**config.mk**
```make
export PLATFORM = sky130hd
export DESIGN_NAME = tag_pool_request_queue
export DESIGN_NICKNAME = d
export VERILOG_FILES = /design/src/sv/tpq_pkg.sv /design/src/sv/tpq_tag_fifo.sv /design/src/sv/tag_pool_request_queue.sv
export SDC_FILE = /design/constraint.sdc
export NUM_CORES = 1
export LEC_CHECK = 0
export BUFFER_PORTS_ARGS = -buffer_cell sky130_fd_sc_hd__buf_2
export CAP_MARGIN = 5
export CORE_MARGIN = 2
export CORE_UTILIZATION = 40
export CTS_BUF_LIST = sky130_fd_sc_hd__clkbuf_2 sky130_fd_sc_hd__clkbuf_4 sky130_fd_sc_hd__clkbuf_8
export DETAILED_ROUTE_END_ITERATION = 12
export HOLD_SLACK_MARGIN = 0.1
export SLEW_MARGIN = 20
export SYNTH_ARGS = -nofsm -noshare
export SYNTH_HDL_FRONTEND = slang
export SYNTH_HIERARCHICAL = 1
export SYNTH_SLANG_ARGS = --single-unit
```
**constraint.sdc**
```tcl
create_clock -name clk -period 17.63 [get_ports clk]
set_input_delay 1.763 -clock clk [delete_from_list [all_inputs] [get_ports clk]]
set_output_delay 1.763 -clock clk [all_outputs]
set_load 0.01 [all_outputs]
```
**src/sv/tpq_pkg.sv**
```systemverilog
// Shared types and codes for the tag pool request queue.
package tpq_pkg;

  localparam int OP_W   = 2;
  localparam int STAT_W = 2;
  localparam int TAG_W  = 4;
  localparam int DATA_W = 64;
  localparam int FREE_W = 5;

  localparam logic [OP_W-1:0] OP_PUSH         = 2'd0;
  localparam logic [OP_W-1:0] OP_PEEK         = 2'd1;
  localparam logic [OP_W-1:0] OP_RELEASE      = 2'd2;
  localparam logic [OP_W-1:0] OP_PEEK_RELEASE = 2'd3;

  localparam logic [STAT_W-1:0] ST_OK        = 2'd0;
  localparam logic [STAT_W-1:0] ST_NO_FREE   = 2'd1;
  localparam logic [STAT_W-1:0] ST_EMPTY     = 2'd2;
  localparam logic [STAT_W-1:0] ST_NOT_TAKEN = 2'd3;

  typedef struct packed {
    logic push;
    logic pop;
  } fifo_ctl_t;

endpackage

```
**src/sv/tpq_tag_fifo.sv**
```systemverilog
// Tag FIFO with a registered head word, optionally preset to tags 0..TAGS-1.
module tpq_tag_fifo #(
  parameter int TAGS   = 16,
  parameter bit PRESET = 1'b0
) (
  input  logic                      clk,
  input  logic                      rst,
  input  tpq_pkg::fifo_ctl_t        ctl,
  input  logic [$clog2(TAGS)-1:0]   push_tag,
  output logic [$clog2(TAGS)-1:0]   front,
  output logic [$clog2(TAGS+1)-1:0] count
);
  import tpq_pkg::*;

  localparam int TW = $clog2(TAGS);
  localparam int CW = $clog2(TAGS+1);
  localparam logic [TW-1:0] LAST = TW'(TAGS - 1);

  logic [TW-1:0] mem [TAGS];
  logic [TW-1:0] head;
  logic [TW-1:0] tail;
  logic          wrapped;
  logic [TW-1:0] head_next;
  logic [TW-1:0] tail_next;
  logic          unwritten;

  assign head_next = ctl.pop  ? ((head == LAST) ? '0 : head + 1'b1) : head;
  assign tail_next = ctl.push ? ((tail == LAST) ? '0 : tail + 1'b1) : tail;
  // preset entries not yet overwritten read as their own index
  assign unwritten = PRESET && !wrapped && (head_next >= tail);

  always_ff @(posedge clk) begin
    if (rst) begin
      head    <= '0;
      tail    <= '0;
      wrapped <= 1'b0;
      count   <= PRESET ? CW'(TAGS) : '0;
      front   <= '0;
    end else begin
      head  <= head_next;
      tail  <= tail_next;
      count <= count + CW'(ctl.push) - CW'(ctl.pop);
      if (ctl.push && tail == LAST) begin
        wrapped <= 1'b1;
      end
      // head word is fetched ahead from the next head pointer; bypass a write to the same slot
      if (ctl.push && tail == head_next) begin
        front <= push_tag;
      end else if (unwritten) begin
        front <= head_next;
      end else begin
        front <= mem[head_next];
      end
    end
  end

  always_ff @(posedge clk) begin
    if (ctl.push) begin
      mem[tail] <= push_tag;
    end
  end

endmodule

```
**src/sv/tag_pool_request_queue.sv**
```systemverilog
// Top level of the tag pool request queue.
//
//   channel  | handshake              | words
//   ---------+------------------------+--------------------------------------------
//   request  | req_valid / req_stall  | opcode, release_tag, payload
//   response | rsp_valid / rsp_stall  | status, tag_out, data_out, pending_empty,
//            |                        | free_tags
//
// One request per cycle while req_stall is low; the response is registered from the
// input register when it advances (result register loaded with the slot data read).
// After reset the free list holds tags 0..TAGS-1 and nothing is pending.
// A stalled response holds; the input register takes one more word behind it.
module tag_pool_request_queue #(
  parameter int TAGS = 16
) (
  input  logic                          clk,
  input  logic                          rst,
  input  logic                          req_valid,
  output logic                          req_stall,
  input  logic [tpq_pkg::OP_W-1:0]      opcode,
  input  logic [tpq_pkg::TAG_W-1:0]     release_tag,
  input  logic [tpq_pkg::DATA_W-1:0]    payload,
  output logic                          rsp_valid,
  input  logic                          rsp_stall,
  output logic [tpq_pkg::STAT_W-1:0]    status,
  output logic [tpq_pkg::TAG_W-1:0]     tag_out,
  output logic [tpq_pkg::DATA_W-1:0]    data_out,
  output logic                          pending_empty,
  output logic [tpq_pkg::FREE_W-1:0]    free_tags
);
  import tpq_pkg::*;

  localparam int TW = $clog2(TAGS);
  localparam int CW = $clog2(TAGS+1);
  localparam int NTAKEN = 1 << TAG_W;

  logic              ir_valid;
  logic [OP_W-1:0]   ir_op;
  logic [TAG_W-1:0]  ir_rtag;
  logic [DATA_W-1:0] ir_payload;
  logic              adv;

  fifo_ctl_t         free_ctl;
  fifo_ctl_t         pend_ctl;
  logic [TW-1:0]     free_in;
  logic [TW-1:0]     free_front;
  logic [TW-1:0]     pend_front;
  logic [CW-1:0]     free_count;
  logic [CW-1:0]     pend_count;
  logic [CW-1:0]     free_after;
  logic [CW-1:0]     pend_after;
  logic [CW+FREE_W-1:0] free_wide_cnt;

  logic [TW+TAG_W-1:0] free_wide;
  logic [TW+TAG_W-1:0] pend_wide;
  logic [TW+TAG_W-1:0] rtag_wide;
  logic                pend_small;

  // only tags below 16 can ever be named for release, so only they need a bit
  logic [NTAKEN-1:0] taken;
  logic              set_taken;
  logic              clr_taken;

  logic [DATA_W-1:0] slot [TAGS];
  logic              slot_we;
  logic              data_sel;
  logic [STAT_W-1:0] st;
  logic [TAG_W-1:0]  tag_o;

  assign adv       = ir_valid && (!rsp_valid || !rsp_stall);
  assign req_stall = ir_valid && !adv;

  always_ff @(posedge clk) begin
    if (rst) begin
      ir_valid <= 1'b0;
    end else if (!req_stall) begin
      ir_valid <= req_valid;
    end
  end

  always_ff @(posedge clk) begin
    if (req_valid && !req_stall) begin
      ir_op      <= opcode;
      ir_rtag    <= release_tag;
      ir_payload <= payload;
    end
  end

  assign free_wide  = {{TAG_W{1'b0}}, free_front};
  assign pend_wide  = {{TAG_W{1'b0}}, pend_front};
  assign rtag_wide  = {{TW{1'b0}}, ir_rtag};
  assign pend_small = pend_wide < (TW+TAG_W)'(NTAKEN);

  always_comb begin
    free_ctl  = '0;
    pend_ctl  = '0;
    free_in   = rtag_wide[TW-1:0];
    st        = ST_OK;
    tag_o     = '0;
    data_sel  = 1'b0;
    slot_we   = 1'b0;
    set_taken = 1'b0;
    clr_taken = 1'b0;
    case (ir_op) inside
      OP_PUSH: begin
        if (free_count == '0) begin
          st = ST_NO_FREE;
        end else begin
          free_ctl.pop  = adv;
          pend_ctl.push = adv;
          slot_we       = adv;
          tag_o         = free_wide[TAG_W-1:0];
        end
      end
      OP_RELEASE: begin
        // tags at or above TAGS never get a taken bit set
        if (!taken[ir_rtag]) begin
          st = ST_NOT_TAKEN;
        end else begin
          free_ctl.push = adv;
          clr_taken     = adv;
        end
      end
      OP_PEEK, OP_PEEK_RELEASE: begin
        if (pend_count == '0) begin
          st = ST_EMPTY;
        end else begin
          pend_ctl.pop = adv;
          data_sel     = 1'b1;
          tag_o        = pend_wide[TAG_W-1:0];
          if (ir_op == OP_PEEK_RELEASE) begin
            free_ctl.push = adv;
            free_in       = pend_front;
          end else begin
            set_taken = adv && pend_small;
          end
        end
      end
    endcase
  end

  assign free_after    = free_count + CW'(free_ctl.push) - CW'(free_ctl.pop);
  assign pend_after    = pend_count + CW'(pend_ctl.push) - CW'(pend_ctl.pop);
  assign free_wide_cnt = {{FREE_W{1'b0}}, free_after};

  tpq_tag_fifo #(.TAGS(TAGS), .PRESET(1'b1)) u_free (
    .clk      (clk),
    .rst      (rst),
    .ctl      (free_ctl),
    .push_tag (free_in),
    .front    (free_front),
    .count    (free_count)
  );

  tpq_tag_fifo #(.TAGS(TAGS), .PRESET(1'b0)) u_pend (
    .clk      (clk),
    .rst      (rst),
    .ctl      (pend_ctl),
    .push_tag (free_front),
    .front    (pend_front),
    .count    (pend_count)
  );

  always_ff @(posedge clk) begin
    if (rst) begin
      taken <= '0;
    end else begin
      if (set_taken) begin
        taken[pend_wide[TAG_W-1:0]] <= 1'b1;
      end
      if (clr_taken) begin
        taken[ir_rtag] <= 1'b0;
      end
    end
  end

  always_ff @(posedge clk) begin
    if (rst) begin
      rsp_valid <= 1'b0;
    end else if (adv) begin
      rsp_valid <= 1'b1;
    end else if (!rsp_stall) begin
      rsp_valid <= 1'b0;
    end
  end

  // slot store and result word; data is read straight into the output register
  always_ff @(posedge clk) begin
    if (slot_we) begin
      slot[free_front] <= ir_payload;
    end
    if (adv) begin
      status        <= st;
      tag_out       <= tag_o;
      data_out      <= data_sel ? slot[pend_front] : '0;
      pending_empty <= (pend_after == '0);
      free_tags     <= free_wide_cnt[FREE_W-1:0];
    end
  end

  a_tag_conserve: assert property (@(posedge clk) disable iff (rst)
    (int'(free_count) + int'(pend_count) + $countones(taken)) <= TAGS)
    else $error("tag accounting exceeds pool size");

  a_push_pending: assert property (@(posedge clk) disable iff (rst)
    adv && pend_ctl.push |=> !pending_empty)
    else $error("push reported empty pending queue");

  a_release_free: assert property (@(posedge clk) disable iff (rst)
    adv && free_ctl.push |=> free_tags != '0)
    else $error("release reported no free tags");

  a_error_zero: assert property (@(posedge clk) disable iff (rst)
    rsp_valid && status != ST_OK |-> tag_out == '0 && data_out == '0)
    else $error("error response carries tag or data");

endmodule
```
==> impl_metrics.yaml <==
clock_tree:
  cts_setup_buffers: 0
  clkSlewWorstSetupHoldPaths_ns: 0.06
  htreeDepth: 4
  cts_tree: "done"
  clock_path_buffers: 3
  cts_made_buffers: 212
  clockRootBuffer: "clkbuf_8"
  clkLatencyLatePin_ns: 0.94
  numClockSinks: 1351
  cts_resized: 0
  hold_buffers: 0
sta:
  maxSlewHeadroom_pct: 25.2
  hold_violations: 0
  final-max-slew-violation-count: 0
  rsz0062_at_grt: "false"
  finalClockSkew_ns: 0.103
  min_period_ns: 4.82
  tns_ns: 0
  fin_crit_sh_pct: 27.4
  setup_violations: 0
  fmax_mhz: 207
  tightest_slew_ns: 1.12
route:
  dr_wl_met2_um: 57200
  wl_met1_um: 49400
  dr_wl_met3_um: 6560
  dr.pass1.iters: 5
  routedWlPerCell_um: 24.4
  drt_wl_total_um: 116000
  drt_iter0_drc: 2108
  routed_via_density: 5.41
  vias: 25600
  ant_nets: 0
  highest_layer: "met5"
  drc: 0
global_route:
  antenna_found_initial: 11
  track_usage_pct: 17.1
  grt_pass1_wl_um: 172000
  grt_max_degree: 102
  grt-ovfl-total: 0
  grt_pass1_vias: 27100
critical_path:
  max_stage_delay_ns: 0.94
  crit_chain: "buf_4 -> buf_12 -> buf_4 -> mux4_2 -> mux2i_1 -> o22ai_1"
  critPathBufInv: 3
  cp_max_fo: 101
  critPathTopFamily: "buffers and inverters"
  path_class: "reg2reg"
  cp-end-kind: "flop"
  r2r_setup_slack_ns: 12.81
  required_ns: 18.21
  crit_top_cell: "buf_4"
  arrival_ns: 5.41
  worst_setup_path_start_kind: "flop"
  cp_slowest_cell: "dfxtp_4"
placement:
  io_buffers: 151
  dpl_cell_area_um2: 55400
  gp_congestion: 0.842
  hpwl_um: 63600
worst_hold_path:
  hp-class: "reg2reg"
layout:
  final_design_area_no_fill_um2: 59700
  area_growth_pct: 13.4
  final_cell_mix: "edfxtp_1 (1298), mux4_2 (262), clkbuf_8 (215)"
  final_common_cell: "edfxtp_1"
  fillers: 11000
  seq_area_um2: 40000
  drive_gt1_share_pct: 28.5
  fin_nets: 2926
  multi_input_comb_area_um2: 11800
floorplanning:
  die_area_um2: 135000
  core_region_area_um2: 131000
  die_height_um: 367
  fp.dieW_um: 367
  ioPinCount: 152
  rows: 133
  start_util_pct: 40.2
synthesis:
  synth_area_leaders: "edfxtp_1 (74%), mux4_2 (11%), mux2i_1 (3.0%)"
  synth_nets: 2635
  netlist_instances: 2522
  synth_seq_cells: 1351
  ys.flop_type: "edfxtp_1"
  synth_top_area_share_pct: 74.0
  synth_top_cell_by_area: "edfxtp_1"
  avgSynthCellArea_um2: 20.9
  synth_cell_types: 84
  ys_warn_count: 6
  synthArstFlopShare_pct: 0
  synth-seq-area-share_pct: 76.1
  netlist_area_um2: 52600
  synth_edf_count: 1298
run:
  drv_cap: 0
run_status:
  status: "completed"
power:
  max-vdd-ir-drop_uv: 80.2
  power_density_nw_per_um2: 117
  static-leakage-power_nw: 19.1
cell type report:
cell class | instances | area share, %
diodes | 3 | 0.0126
well taps | 1755 | 3.68
repair buffers | 202 | 2.02
clock inverters | 106 | 1.29
inverters | 48 | 0.319
flip-flops and latches | 1351 | 67.1
multi-input cells | 998 | 19.8
clock buffers | 280 | 5.78
cell families after synthesis:
| logic type | after synthesis | synth area share [%] |
|---|---|---|
| flip-flops | 1351 | 76.1 |
| multiplexers | 439 | 14.8 |
| AND/OR/NAND/NOR | 277 | 2.88 |
| AO/OA/AOI/OAI | 218 | 2.93 |
| buffers and inverters | 173 | 1.79 |
| adder cells (fa/ha/maj) | 39 | 0.984 |
| XOR/XNOR | 25 | 0.563 |
Yosys cell counts (all sizes together), types with 17 or more instances:
cell type,number
edfxtp,1298
nand2,48
o21ai,17
buf,96
clkbuf,29
ha,35
a21oi,18
mux4,267
nor3,23
and2,35
inv,47
mux2i,159
nand3,33
dfxtp,53
o22ai,75
nand2b,20
nand4,18
nor2,49
flip-flops by register name (all words and copies together), names as in the netlist, 5 cells and up:
register      flops
data_out         64
free_tags         5
ir_payload       64
slot           1024
taken            16
u_free/count      5
u_free/mem       64
u_pend/count      5
u_pend/mem       64
where the power goes:
part	total (W)	leakage, nW	switching, W	internal, W
logic	0.000689	4.66	0.000377	0.000313
clock network	0.00260	2.22	0.00124	0.00135
registers	0.00367	12.2	0.0000825	0.00359
total	0.00696	19.1	0.00170	0.00526
routing by layer:
layer / GRT usage (%) / vias to the layer above
li1: - / 11100
met1: 22.6 / 13600
met2: 28.4 / 826
met3: 3.58 / 184
met4: 5.29 / 2
met5: 0 / -
final timing paths:
check / from / to / cells past startpoint
worst max-delay path: u_pend/front[0] / data_out[5] / 6
worst min-delay path: taken[11] / taken[11] / 2
worst max register to register: u_pend/front[0] / data_out[5] / 6
worst min register to register: taken[11] / taken[11] / 2
worst register-to-register path, cell delays in order, from the launching register on:
cell	delay [ns]
dfxtp_4	0.94
buf_4	0.79
buf_12	0.78
buf_4	0.95
mux4_2	0.64
mux2i_1	0.29
o22ai_1	0.18
metrics by stage:
stage,instances,setup WS (ns),hold slack [ns],power [W],util [%]
after floorplan,2522,8.09,0.439,0.00422,-
after global placement,4352,12.42,0.455,0.00443,42.3
after detailed placement,4352,12.25,0.458,0.00444,42.3
after CTS,4738,12.68,0.469,0.00705,45.5
after global routing,4741,12.34,0.499,0.00723,45.6
final,4743,12.81,0.472,0.00696,45.6
Note: power is estimated with default switching activity, not from simulation.
